--- src/sv/fps_pkg.sv ---
// Shared types and constants for the fan pre-circulation sequencer.
package fps_pkg;

    localparam int unsigned HOUR_SECONDS = 3600;

    // now / 3600 is evaluated as (now >> 4) / 225 by reciprocal multiply.
    localparam int unsigned   RECIP_SHIFT = 36;
    localparam logic [28:0]   RECIP_MULT  = 29'd305419896;

    localparam int unsigned CFG_DATA_W  = 17;
    localparam int unsigned CFG_INDEX_W = 2;

    localparam logic [CFG_INDEX_W-1:0] CFG_HEAT_ENABLED    = 2'd0;
    localparam logic [CFG_INDEX_W-1:0] CFG_COOL_ENABLED    = 2'd1;
    localparam logic [CFG_INDEX_W-1:0] CFG_MAX_RUN_SECONDS = 2'd2;
    localparam logic [CFG_INDEX_W-1:0] CFG_FAN_PERCENT     = 2'd3;

    typedef struct packed {
        logic [31:0] now_seconds;
        logic        heat_predicted;
        logic        cool_predicted;
        logic        call_active;
    } t_tick_req;

    typedef struct packed {
        logic [6:0]  fan_drive;
        logic        pre_running;
        logic [11:0] hour_credit;
    } t_tick_rsp;

    typedef struct packed {
        t_tick_req   req;
        logic [20:0] hour;
        logic [31:0] hour_start;
    } t_hour_info;

endpackage

--- src/sv/fps_hour_div.sv ---
// Input register and pipelined divide of the tick time into hour index and hour start.
module fps_hour_div
    import fps_pkg::*;
(
    input  logic       i_clk,
    input  logic       i_rst_n,
    input  logic       i_req_valid,
    output logic       o_req_stall,
    input  t_tick_req  i_req,
    output logic       o_info_valid,
    input  logic       i_info_stall,
    output t_hour_info o_info
);

    logic        r_v0;
    t_tick_req   r_req0;
    logic        r_v1;
    t_tick_req   r_req1;
    logic [56:0] r_prod;
    logic        r_v2;
    t_hour_info  r_info;

    logic        w_rdy0;
    logic        w_rdy1;
    logic        w_rdy2;
    logic [20:0] w_quot;
    logic [32:0] w_qmul;
    logic [32:0] w_rem;
    logic        w_fix;
    t_hour_info  n_info;

    assign w_rdy2      = !r_v2 || !i_info_stall;
    assign w_rdy1      = !r_v1 || w_rdy2;
    assign w_rdy0      = !r_v0 || w_rdy1;
    assign o_req_stall = !w_rdy0;

    // quotient estimate is exact or one low; one compare fixes it
    always_comb begin
        w_quot = r_prod[56:RECIP_SHIFT];
        w_qmul = {w_quot, 12'b0} - {3'b0, w_quot, 9'b0} + {8'b0, w_quot, 4'b0};
        w_rem  = {1'b0, r_req1.now_seconds} - w_qmul;
        w_fix  = w_rem >= 33'(HOUR_SECONDS);
        n_info.req        = r_req1;
        n_info.hour       = w_fix ? w_quot + 21'd1 : w_quot;
        n_info.hour_start = w_fix ? w_qmul[31:0] + 32'(HOUR_SECONDS) : w_qmul[31:0];
    end

    always_ff @(posedge i_clk) begin
        if (!i_rst_n) begin
            r_v0 <= 1'b0;
            r_v1 <= 1'b0;
            r_v2 <= 1'b0;
        end else begin
            if (w_rdy0) begin
                r_v0 <= i_req_valid;
            end
            if (w_rdy1) begin
                r_v1 <= r_v0;
            end
            if (w_rdy2) begin
                r_v2 <= r_v1;
            end
        end
    end

    always_ff @(posedge i_clk) begin
        if (w_rdy0 && i_req_valid) begin
            r_req0 <= i_req;
        end
        if (w_rdy1 && r_v0) begin
            r_req1 <= r_req0;
            r_prod <= 57'(r_req0.now_seconds[31:4]) * 57'(RECIP_MULT);
        end
        if (w_rdy2 && r_v1) begin
            r_info <= n_info;
        end
    end

    assign o_info_valid = r_v2;
    assign o_info       = r_info;

endmodule

--- src/sv/fps_seq.sv ---
// Configuration registers, pre-run sequencer, hourly credit bucket and result register.
module fps_seq
    import fps_pkg::*;
(
    input  logic                   i_clk,
    input  logic                   i_rst_n,
    input  logic                   i_cfg_we,
    input  logic [CFG_INDEX_W-1:0] i_cfg_index,
    input  logic [CFG_DATA_W-1:0]  i_cfg_data,
    input  logic                   i_info_valid,
    output logic                   o_info_stall,
    input  t_hour_info             i_info,
    output logic                   o_rsp_valid,
    input  logic                   i_rsp_stall,
    output t_tick_rsp              o_rsp
);

    typedef enum logic [1:0] {
        MODE_IDLE   = 2'd0,
        MODE_PRERUN = 2'd1,
        MODE_SPENT  = 2'd2
    } t_mode;

    logic        r_heat_en;
    logic        r_cool_en;
    logic [16:0] r_max_run;
    logic [6:0]  r_fan_pct;

    t_mode       r_mode;
    logic [20:0] r_bucket_hour;
    logic [31:0] r_run_start;
    logic [31:0] r_last;
    logic [11:0] r_credit;
    logic        r_rsp_v;
    t_tick_rsp   r_rsp;

    t_mode       n_mode;
    logic [31:0] n_run_start;
    logic [31:0] n_last;
    logic [11:0] n_credit;
    t_tick_rsp   n_rsp;

    logic        w_take;
    logic        w_pred;
    logic        w_hour_chg;
    logic [11:0] w_credit_base;
    logic [31:0] w_last_base;
    logic [31:0] w_slice;
    logic [11:0] w_room;
    logic [11:0] w_credit_add;
    logic [31:0] w_run_time;
    logic        w_run_done;
    logic        w_drop;

    assign w_take       = i_info_valid && (!r_rsp_v || !i_rsp_stall);
    assign o_info_stall = r_rsp_v && i_rsp_stall;

    always_comb begin
        w_pred = (r_heat_en && i_info.req.heat_predicted)
              || (r_cool_en && i_info.req.cool_predicted);
        w_drop = i_info.req.call_active || !w_pred;
        w_hour_chg    = i_info.hour != r_bucket_hour;
        w_credit_base = w_hour_chg ? 12'd0 : r_credit;
        w_last_base   = (w_hour_chg && r_mode == MODE_PRERUN && r_last < i_info.hour_start)
                      ? i_info.hour_start : r_last;
        w_slice      = i_info.req.now_seconds - w_last_base;
        w_room       = 12'(HOUR_SECONDS) - w_credit_base;
        w_credit_add = (w_slice >= {20'b0, w_room}) ? 12'(HOUR_SECONDS)
                                                    : w_credit_base + w_slice[11:0];
        w_run_time = i_info.req.now_seconds - r_run_start;
        w_run_done = w_run_time >= {15'b0, r_max_run};

        n_mode      = r_mode;
        n_run_start = r_run_start;
        n_last      = w_last_base;
        n_credit    = w_credit_base;
        unique case (r_mode)
            MODE_PRERUN: begin
                n_credit = w_credit_add;
                n_last   = i_info.req.now_seconds;
                if (w_drop) begin
                    n_mode = MODE_IDLE;
                end else if (w_run_done) begin
                    n_mode = MODE_SPENT;
                end
            end
            MODE_SPENT: begin
                if (w_drop) begin
                    n_mode = MODE_IDLE;
                end
            end
            default: begin
                n_mode = MODE_IDLE;
                if (w_pred && !i_info.req.call_active) begin
                    n_mode      = MODE_PRERUN;
                    n_run_start = i_info.req.now_seconds;
                    n_last      = i_info.req.now_seconds;
                end
            end
        endcase

        n_rsp.pre_running = n_mode == MODE_PRERUN;
        n_rsp.fan_drive   = (n_mode == MODE_PRERUN) ? r_fan_pct : 7'd0;
        n_rsp.hour_credit = n_credit;
    end

    always_ff @(posedge i_clk) begin
        if (!i_rst_n) begin
            r_heat_en     <= 1'b1;
            r_cool_en     <= 1'b1;
            r_max_run     <= 17'd900;
            r_fan_pct     <= 7'd50;
            r_mode        <= MODE_IDLE;
            r_bucket_hour <= '0;
            r_run_start   <= '0;
            r_last        <= '0;
            r_credit      <= '0;
            r_rsp_v       <= 1'b0;
        end else begin
            if (i_cfg_we) begin
                unique case (i_cfg_index)
                    CFG_HEAT_ENABLED:    r_heat_en <= i_cfg_data[0];
                    CFG_COOL_ENABLED:    r_cool_en <= i_cfg_data[0];
                    CFG_MAX_RUN_SECONDS: r_max_run <= i_cfg_data[16:0];
                    CFG_FAN_PERCENT:     r_fan_pct <= i_cfg_data[6:0];
                    default: ;
                endcase
            end
            if (w_take) begin
                r_mode        <= n_mode;
                r_bucket_hour <= i_info.hour;
                r_run_start   <= n_run_start;
                r_last        <= n_last;
                r_credit      <= n_credit;
            end
            if (!r_rsp_v || !i_rsp_stall) begin
                r_rsp_v <= i_info_valid;
            end
        end
    end

    always_ff @(posedge i_clk) begin
        if (w_take) begin
            r_rsp <= n_rsp;
        end
    end

    assign o_rsp_valid = r_rsp_v;
    assign o_rsp       = r_rsp;

    a_credit_cap: assert property (@(posedge i_clk) disable iff (!i_rst_n)
        r_credit <= 12'(HOUR_SECONDS))
        else $error("credit above one hour");

    a_spent_no_prerun: assert property (@(posedge i_clk) disable iff (!i_rst_n)
        r_mode == MODE_SPENT |=> r_mode != MODE_PRERUN)
        else $error("spent went straight to pre-run");

    a_rsp_matches_state: assert property (@(posedge i_clk) disable iff (!i_rst_n)
        r_rsp_v |-> (r_rsp.pre_running == (r_mode == MODE_PRERUN))
                    && (r_rsp.hour_credit == r_credit))
        else $error("result register out of step with state");

    a_fan_off_when_idle: assert property (@(posedge i_clk) disable iff (!i_rst_n)
        r_rsp_v && !r_rsp.pre_running |-> r_rsp.fan_drive == 7'd0)
        else $error("fan driven outside pre-run");

endmodule

--- src/sv/fan_precirculation_sequencer_core.sv ---
// Top level of the fan pre-circulation sequencer.
//
// Tick requests enter on i_req (valid/stall); one result per tick leaves on
// o_rsp (valid/stall), in order. A request is taken when i_req_valid is high
// and o_req_stall is low; a result is taken when o_rsp_valid is high and
// i_rsp_stall is low.
// The request is registered at acceptance; then the reciprocal multiply for
// now/3600, the quotient correction and the sequencer update into the result
// register are each registered in turn. One request per cycle is sustained
// while the receiver does not stall; the sequencer state feeds back within
// that last single stage.
// A stalled receiver holds the result register; the stages in front keep
// taking requests until each is full, then o_req_stall rises.
// Configuration is a plain write port (i_cfg_we, i_cfg_index, i_cfg_data);
// the user must write it only while no request is in flight (not enforced).
// Synchronous active-low reset restores the register defaults (heat and cool
// enabled, 900 s max run, 50 percent fan), puts the sequencer in idle and
// clears the hour bucket and all in-flight requests.
module fan_precirculation_sequencer_core
    import fps_pkg::*;
(
    input  logic                   i_clk,
    input  logic                   i_rst_n,
    input  logic                   i_cfg_we,
    input  logic [CFG_INDEX_W-1:0] i_cfg_index,
    input  logic [CFG_DATA_W-1:0]  i_cfg_data,
    input  logic                   i_req_valid,
    output logic                   o_req_stall,
    input  t_tick_req              i_req,
    output logic                   o_rsp_valid,
    input  logic                   i_rsp_stall,
    output t_tick_rsp              o_rsp
);

    logic       w_info_valid;
    logic       w_info_stall;
    t_hour_info w_info;

    fps_hour_div u_hour_div (
        .i_clk        (i_clk),
        .i_rst_n      (i_rst_n),
        .i_req_valid  (i_req_valid),
        .o_req_stall  (o_req_stall),
        .i_req        (i_req),
        .o_info_valid (w_info_valid),
        .i_info_stall (w_info_stall),
        .o_info       (w_info)
    );

    fps_seq u_seq (
        .i_clk        (i_clk),
        .i_rst_n      (i_rst_n),
        .i_cfg_we     (i_cfg_we),
        .i_cfg_index  (i_cfg_index),
        .i_cfg_data   (i_cfg_data),
        .i_info_valid (w_info_valid),
        .o_info_stall (w_info_stall),
        .i_info       (w_info),
        .o_rsp_valid  (o_rsp_valid),
        .i_rsp_stall  (i_rsp_stall),
        .o_rsp        (o_rsp)
    );

endmodule
--- config.mk ---
export PLATFORM = sky130hd
export DESIGN_NAME = fan_precirculation_sequencer_core
export DESIGN_NICKNAME = d
export VERILOG_FILES = /design/src/sv/fps_pkg.sv /design/src/sv/fps_hour_div.sv /design/src/sv/fps_seq.sv /design/src/sv/fan_precirculation_sequencer_core.sv
export SDC_FILE = /design/constraint.sdc
export NUM_CORES = 2
export LEC_CHECK = 0
export BUFFER_PORTS_ARGS = -buffer_cell sky130_fd_sc_hd__buf_2
export CAP_MARGIN = 40
export CORE_MARGIN = 2
export CORE_UTILIZATION = 40
export CTS_BUF_LIST = sky130_fd_sc_hd__clkbuf_8
export DETAILED_ROUTE_END_ITERATION = 16
export PLACE_DENSITY = 0.65
export SLEW_MARGIN = 20
export SYNTH_ARGS = -nofsm -noshare
export SYNTH_HDL_FRONTEND = slang
export SYNTH_HIERARCHICAL = 1
export SYNTH_SLANG_ARGS = --single-unit
--- constraint.sdc ---
create_clock -name i_clk -period 8.75 [get_ports i_clk]
set_input_delay 0.4375 -clock i_clk [delete_from_list [all_inputs] [get_ports i_clk]]
set_output_delay 0.4375 -clock i_clk [all_outputs]
set_load 0.05 [all_outputs]
Word-level counts from Yosys, hierarchy flattened
Index checks and enable logic that the tools add are counted.
{ "word_totals": {"register_bits": 361, "in_bits": 59, "output_inout_bits": 22, "elab_cells": 98} }
{ "classes": {"n_addsub": 9, "n_mul": 1, "n_lt_le_gt_ge": 4, "n_eq_ne": 7, "mux": 13, "n_bitwise": 1, "n_reduce_logical": 32} }
{ "ops": {"columns": ["operator", "n"], "rows": [
  ["32-bit 2-to-1 mux", 3],
  ["32-bit one-hot mux with 2 select lines", 1],
  ["32-bit subtractor", 2],
  ["28-bit by 26-bit multiplier with 54-bit output, second input constant", 1],
  ["12-bit 2-to-1 mux", 3],
  ["33-bit by 25-bit adder with 33-bit output", 1],
  ["33-bit by 12-bit greater-or-equal comparator with 1-bit output, second input constant", 1],
  ["32-bit by 33-bit subtractor with 33-bit output", 1],
  ["33-bit by 30-bit subtractor with 33-bit output", 1],
  ["32-bit by 12-bit adder with 32-bit output, second input constant", 1],
  ["32-bit by 12-bit greater-or-equal comparator with 1-bit output", 1],
  ["32-bit by 17-bit greater-or-equal comparator with 1-bit output", 1],
  ["32-bit less-than comparator", 1],
  ["21-bit by 1-bit adder with 21-bit output, second input constant", 1],
  ["21-bit 2-to-1 mux", 1],
  ["21-bit != test", 1],
  ["12-bit adder", 1],
  ["12-bit subtractor, first input constant", 1],
  ["1-bit logical AND", 10],
  ["1-bit logical NOT", 9],
  ["2-bit AND reduction", 4],
  ["2-bit by 1-bit equality test with 1-bit output, second input constant", 3],
  ["2-bit equality test, second input constant", 3],
  ["1-bit logical OR", 6],
  ["other kinds (7)", 9]
]} }

Logic depth before layout (Yosys ltp)
{ "logic_depth": {"word_depth": 8, "ltp_mapped": 36, "ltp_nobuf": 31} }

Cells and area by module
Netlist, hierarchy kept.
{ "modules_own_cells": {"columns": ["module", "instances", "cells_each", "area_each_um2", "seq_area_each_um2"], "rows": [
  ["fps_hour_div", 1, 1996, 21553.2, 5285.1],
  ["fps_seq", 1, 1663, 12857.3, 3123.0]
]} }

Least setup slack after synthesis
Ideal clock, no wire load.
{ "synth_path": {"path_type": "register to register", "start": "register u_hour_div/r_req0[25] in the netlist's numbering", "end": "register u_hour_div.r_prod[54], data pin", "setup_time_ps": 265, "arrival_time_ps": 7233, "slack_ps": 1252, "path_stages_with_launch": 27, "cell_sequence": "edfxtp_1 > ha_1 > inv_1 > fa_1 > inv_1 > ha_1 > fa_1 > fa_1 > inv_1 > fa_1 > inv_1 > fa_1 > ha_1 > a21o_1 > a21o_1 > a21o_1 > a211oi_1 > o21ai_0 > o311ai_1 > o221ai_1 > o211a_1 > a311o_1 > a41oi_1 > nand2b_1 > a31o_2 > a211oi_1 > nor2_1"} }
{ "synth_between": {"elab_chain_len": 1} }
{ "synth_rtl": {"columns": ["element", "line_no", "source"], "rows": [
  ["from (decl)", "fps_hour_div.sv:16", "t_tick_req r_req0;"],
  ["from (signal assigned)", "fps_hour_div.sv:68", "r_req0 <= i_req;"],
  ["28-bit by 26-bit multiplier with 54-bit output", "fps_hour_div.sv:72", "r_prod <= 57'(r_req0.now_seconds[31:4]) * 57'(RECIP_MULT);"],
  ["to (signal assigned)", "fps_hour_div.sv:72", null],
  ["to (decl)", "fps_hour_div.sv:19", "logic [56:0] r_prod;"]
]} }
No other way between the ends.
A chain may end at the register's enable or synchronous reset.

Final worst setup path
{ "layout_path": {"start": "register u_hour_div/r_req0[26] in the netlist's numbering", "end": "register u_hour_div.r_prod[54], data pin"} }
Same word-level chain as after synthesis.

==> key figures <==
Synthesis
  • Synth top area cells: ha_1, edfxtp_1, fa_1
  • Yosys top cell by area: ha_1
  • Syn Inst Count: 3659
  • Yosys reg bits: 323
  • Top-area cell type share of the netlist area: 17.34%
  • Count leader, synth: inv_1
  • EDFF count, synth: 194
  • Seq/Total Area, Yosys: 24.43%
  • Synth Area per Inst: 9.404 sq um
  • Synth warnings: 6
  • Yosys cell types: 112
  • Synth top cells by count: inv_1, ha_1, nand2_1
  • Dominant synthesized flop cell: edfxtp_1
  • Synth async-reset ratio: 0%
  • Mapped cell area: 34410 sq um

CTS
  • CTS max path bufs: 3
  • Cts bufs inserted: 60
  • Number of H-tree levels: 2
  • Clk slew on worst S/H paths: 0.07 ns
  • Resize count post-CTS: 0
  • CTS Hold Bufs: 51
  • CTS Sinks: 323
  • Post-CTS Setup Repair Bufs: 0
  • TritonCTS clock tree: done
  • Root Buffer: clkbuf_8
  • Clk Latency, worst-skew pair: between 0.7 and 0.8 ns

Layout
  • Final core occ: roughly 45%
  • Layout fillers: 8263
  • Layout cells sized above 1: 6.944%
  • Post-layout nets: 4607
  • Ant. Diodes: 0
  • Area grow syn2layout: 10.44%

Run status
  • Status: finished, final reports clean

Worst hold path
  • Hold path depth: 1
  • HP Class: input pin to register
  • Hold EP: u_hour_div/r_req0[23]
  • Min-delay src: i_req[23]

Die
  • Starting Density: 40.41%
  • Die Width: 297.3 um
  • Die height: 297.3 um
  • IO Count: 81
  • Placeable Area: 85150 sq um
  • Die area: a little under 90000 sq um
  • FP Rows: 107

STA
  • Setup TNS Final: 0 ns
  • Max-slew violations: 0
  • Period utilization: 91.22%
  • RSZ-0062 raised after global routing: no
  • Tmin final: 7.982 ns
  • Slew headroom: between 30% and 40%
  • FMAX: 125.3 MHz
  • Actual slew at the worst max-slew pin: 0.8967 ns
  • Final setup vio count: 0
  • Final Skew: 0.06074 ns
  • Final Hold Viols: 0

GRT
  • Initial antenna violation count: 0
  • Total track usage: 20.54%
  • Vias in the first global route: 26675
  • First-pass GRT wire length: roughly 150 mm
  • Largest net degree at the start of global routing: 86
  • Grt ovf: 0

Worst setup path
  • Crit. End Element: register
  • Worst R2R Start: u_hour_div/r_req0[26]
  • Critical R2R Capture: u_hour_div/r_prod[54]
  • Reg2reg path depth: 27
  • Critical path class: register to register
  • CP max FO: 9
  • R2R setup slack: ~0.77 ns
  • CP Data Required Time: around 9 ns
  • Critical Path Source Type: register
  • Worst EP arrival: about 8.4 ns

Run
  • Max_cap viols: 0

Detailed routing
  • DRT iter0 DRCs: 1820
  • Final WL: 89.82 mm
  • DR vias: 26354
  • DR DRC count: 0
  • DR WL/cell: 18.00 um
  • First-pass detailed-route iteration total: 6
  • Routed vias/inst: roughly 5.3
  • Final ANT Viol Nets: 0

Place
  • Final Wtd Congestion: slightly above 0.9
  • Post-DP HPWL: between 70 and 80 mm
  • Port Buffers: 80
## placed cells by master (no fill, tap or decap), types with 10 or more instances in the layout
master | Yosys | final
a21oi_1 | 147 | 147
nor2_1 | 157 | 157
a21boi_0 | 79 | 78
fa_1 | 276 | 276
nand4_1 | 45 | 45
xnor2_1 | 129 | 129
a31oi_1 | 33 | 33
a211o_1 | 13 | 13
a2111oi_0 | 10 | 10
nor2b_1 | 31 | 29
and4_1 | 10 | 10
ha_1 | 477 | 477
o211a_1 | 33 | 33
edfxtp_1 | 194 | 194
o21ai_0 | 117 | 116
clkbuf_8 | 0 | 65
o211ai_1 | 55 | 55
a211oi_1 | 16 | 16
dlygate4sd3_1 | 0 | 51
nor3_1 | 39 | 39
inv_1 | 607 | 624
or3_1 | 17 | 17
a21o_1 | 64 | 64
nand2b_1 | 26 | 26
clkinv_1 | 0 | 11
mux2i_1 | 47 | 47
xor2_1 | 44 | 44
buf_4 | 7 | 37
o22ai_1 | 16 | 16
and2_1 | 28 | 28
nand3_1 | 85 | 85
dfxtp_1 | 129 | 129
o21a_1 | 31 | 31
nand2_1 | 333 | 333
buf_2 | 4 | 79
and3_1 | 38 | 38
o21bai_1 | 17 | 17
o31ai_1 | 15 | 15
a22oi_1 | 11 | 11
nor4_1 | 19 | 19
## how the worst max path moves through the flow
stage	cells after the start	to	slack (ns)	startpoint
global placement	27	u_hour_div/r_prod[54]	0.79	u_hour_div/r_req0[21]
detailed placement	27	u_hour_div/r_prod[54]	0.71	u_hour_div/r_req0[26]
floorplan	26	u_hour_div/r_prod[54]	1.25	u_hour_div/r_req0[25]
finish	27	u_hour_div/r_prod[54]	0.77	u_hour_div/r_req0[26]
global route	27	u_hour_div/r_prod[54]	0.32	u_hour_div/r_req0[26]
CTS	27	u_hour_div/r_prod[54]	0.69	u_hour_div/r_req0[26]
## state kept, by name, summed over array words and instances, names as in the netlist, 2 cells and up
| signal | count |
|---|---|
| u_hour_div/n_info | 35 |
| u_seq/o_rsp | 20 |
| u_seq/r_max_run | 17 |
| u_seq/r_mode | 2 |
| u_seq/r_bucket_hour | 21 |
| u_seq/r_last | 32 |
| u_seq/r_credit | 12 |
| u_seq/r_fan_pct | 7 |
| u_hour_div/r_req0 | 35 |
| u_hour_div/o_info | 83 |
| u_seq/r_run_start | 32 |
| u_hour_div/r_prod | 21 |
## critical path: stages (launching register included)
cell and delay, ns:
edfxtp_1 0.59, ha_1 0.45, inv_1 0.10, fa_1 0.55, inv_1 0.05, ha_1 0.29
fa_1 0.47, fa_1 0.50, inv_1 0.06, fa_1 0.54, inv_1 0.06, fa_1 0.42
ha_1 0.31, a21o_1 0.19, a21o_1 0.17, a21o_1 0.17, a211oi_1 0.28, o21ai_0 0.13
o311ai_1 0.29, buf_4 0.21, o221ai_1 0.17, o211a_1 0.29, a311o_1 0.38, a41oi_1 0.31
nand2b_1 0.15, a31o_2 0.28, a211oi_1 0.23, nor2_1 0.06
## metrics by stage
step	area (sq um)	setup slack, ns	hold WS (ns)	cells
3_5_place_dp	36210	0.7078	0.4052	4826
5_1_grt	38000	0.3230	0.009119	4989
6_report	38000	0.7685	0.03169	4989
4_1_cts	38000	0.6948	0.006202	4989
3_3_place_gp	36160	0.7908	0.4010	4824
2_1_floorplan	34420	1.252	0.4003	3662
## layer usage
layer | routed length (um) | global-route usage (%) | part of all wire, % | vias up
met1 | 40400 | 27.31 | 45 | 12713
li1 | - | - | - | 12901
met2 | 43340 | 35.25 | 48 | 604
met4 | 2015 | 5.279 | 2.2 | 2
met3 | 4030 | 2.578 | 4.5 | 134
met5 | 39 | 0.3247 | 0.043 | -
## area by class of cell
type	count	area, sq um	share of cell area, %
clock buffers	65	894.6	2.354
inverters	608	2285	6.012
multi-input cells	2632	23340	61.41
flip-flops and latches	323	8408	22.12
repair buffers	170	1259	3.312
clock inverters	47	386.6	1.017
well taps	1144	1431	3.766
## cells by family after synthesis
kind of cell / synth area share (%)
mux: 1.505
buf+inv: 7.912
flops: 24.43
xor+xnor: 4.516
simple gates: 12.82
compound gates: 15.13
fa+ha+maj: 33.67
other cells: 0.01090
Power is not shown: default switching activity piles up to over one toggle a cycle in this logic, so the estimate is an artifact.
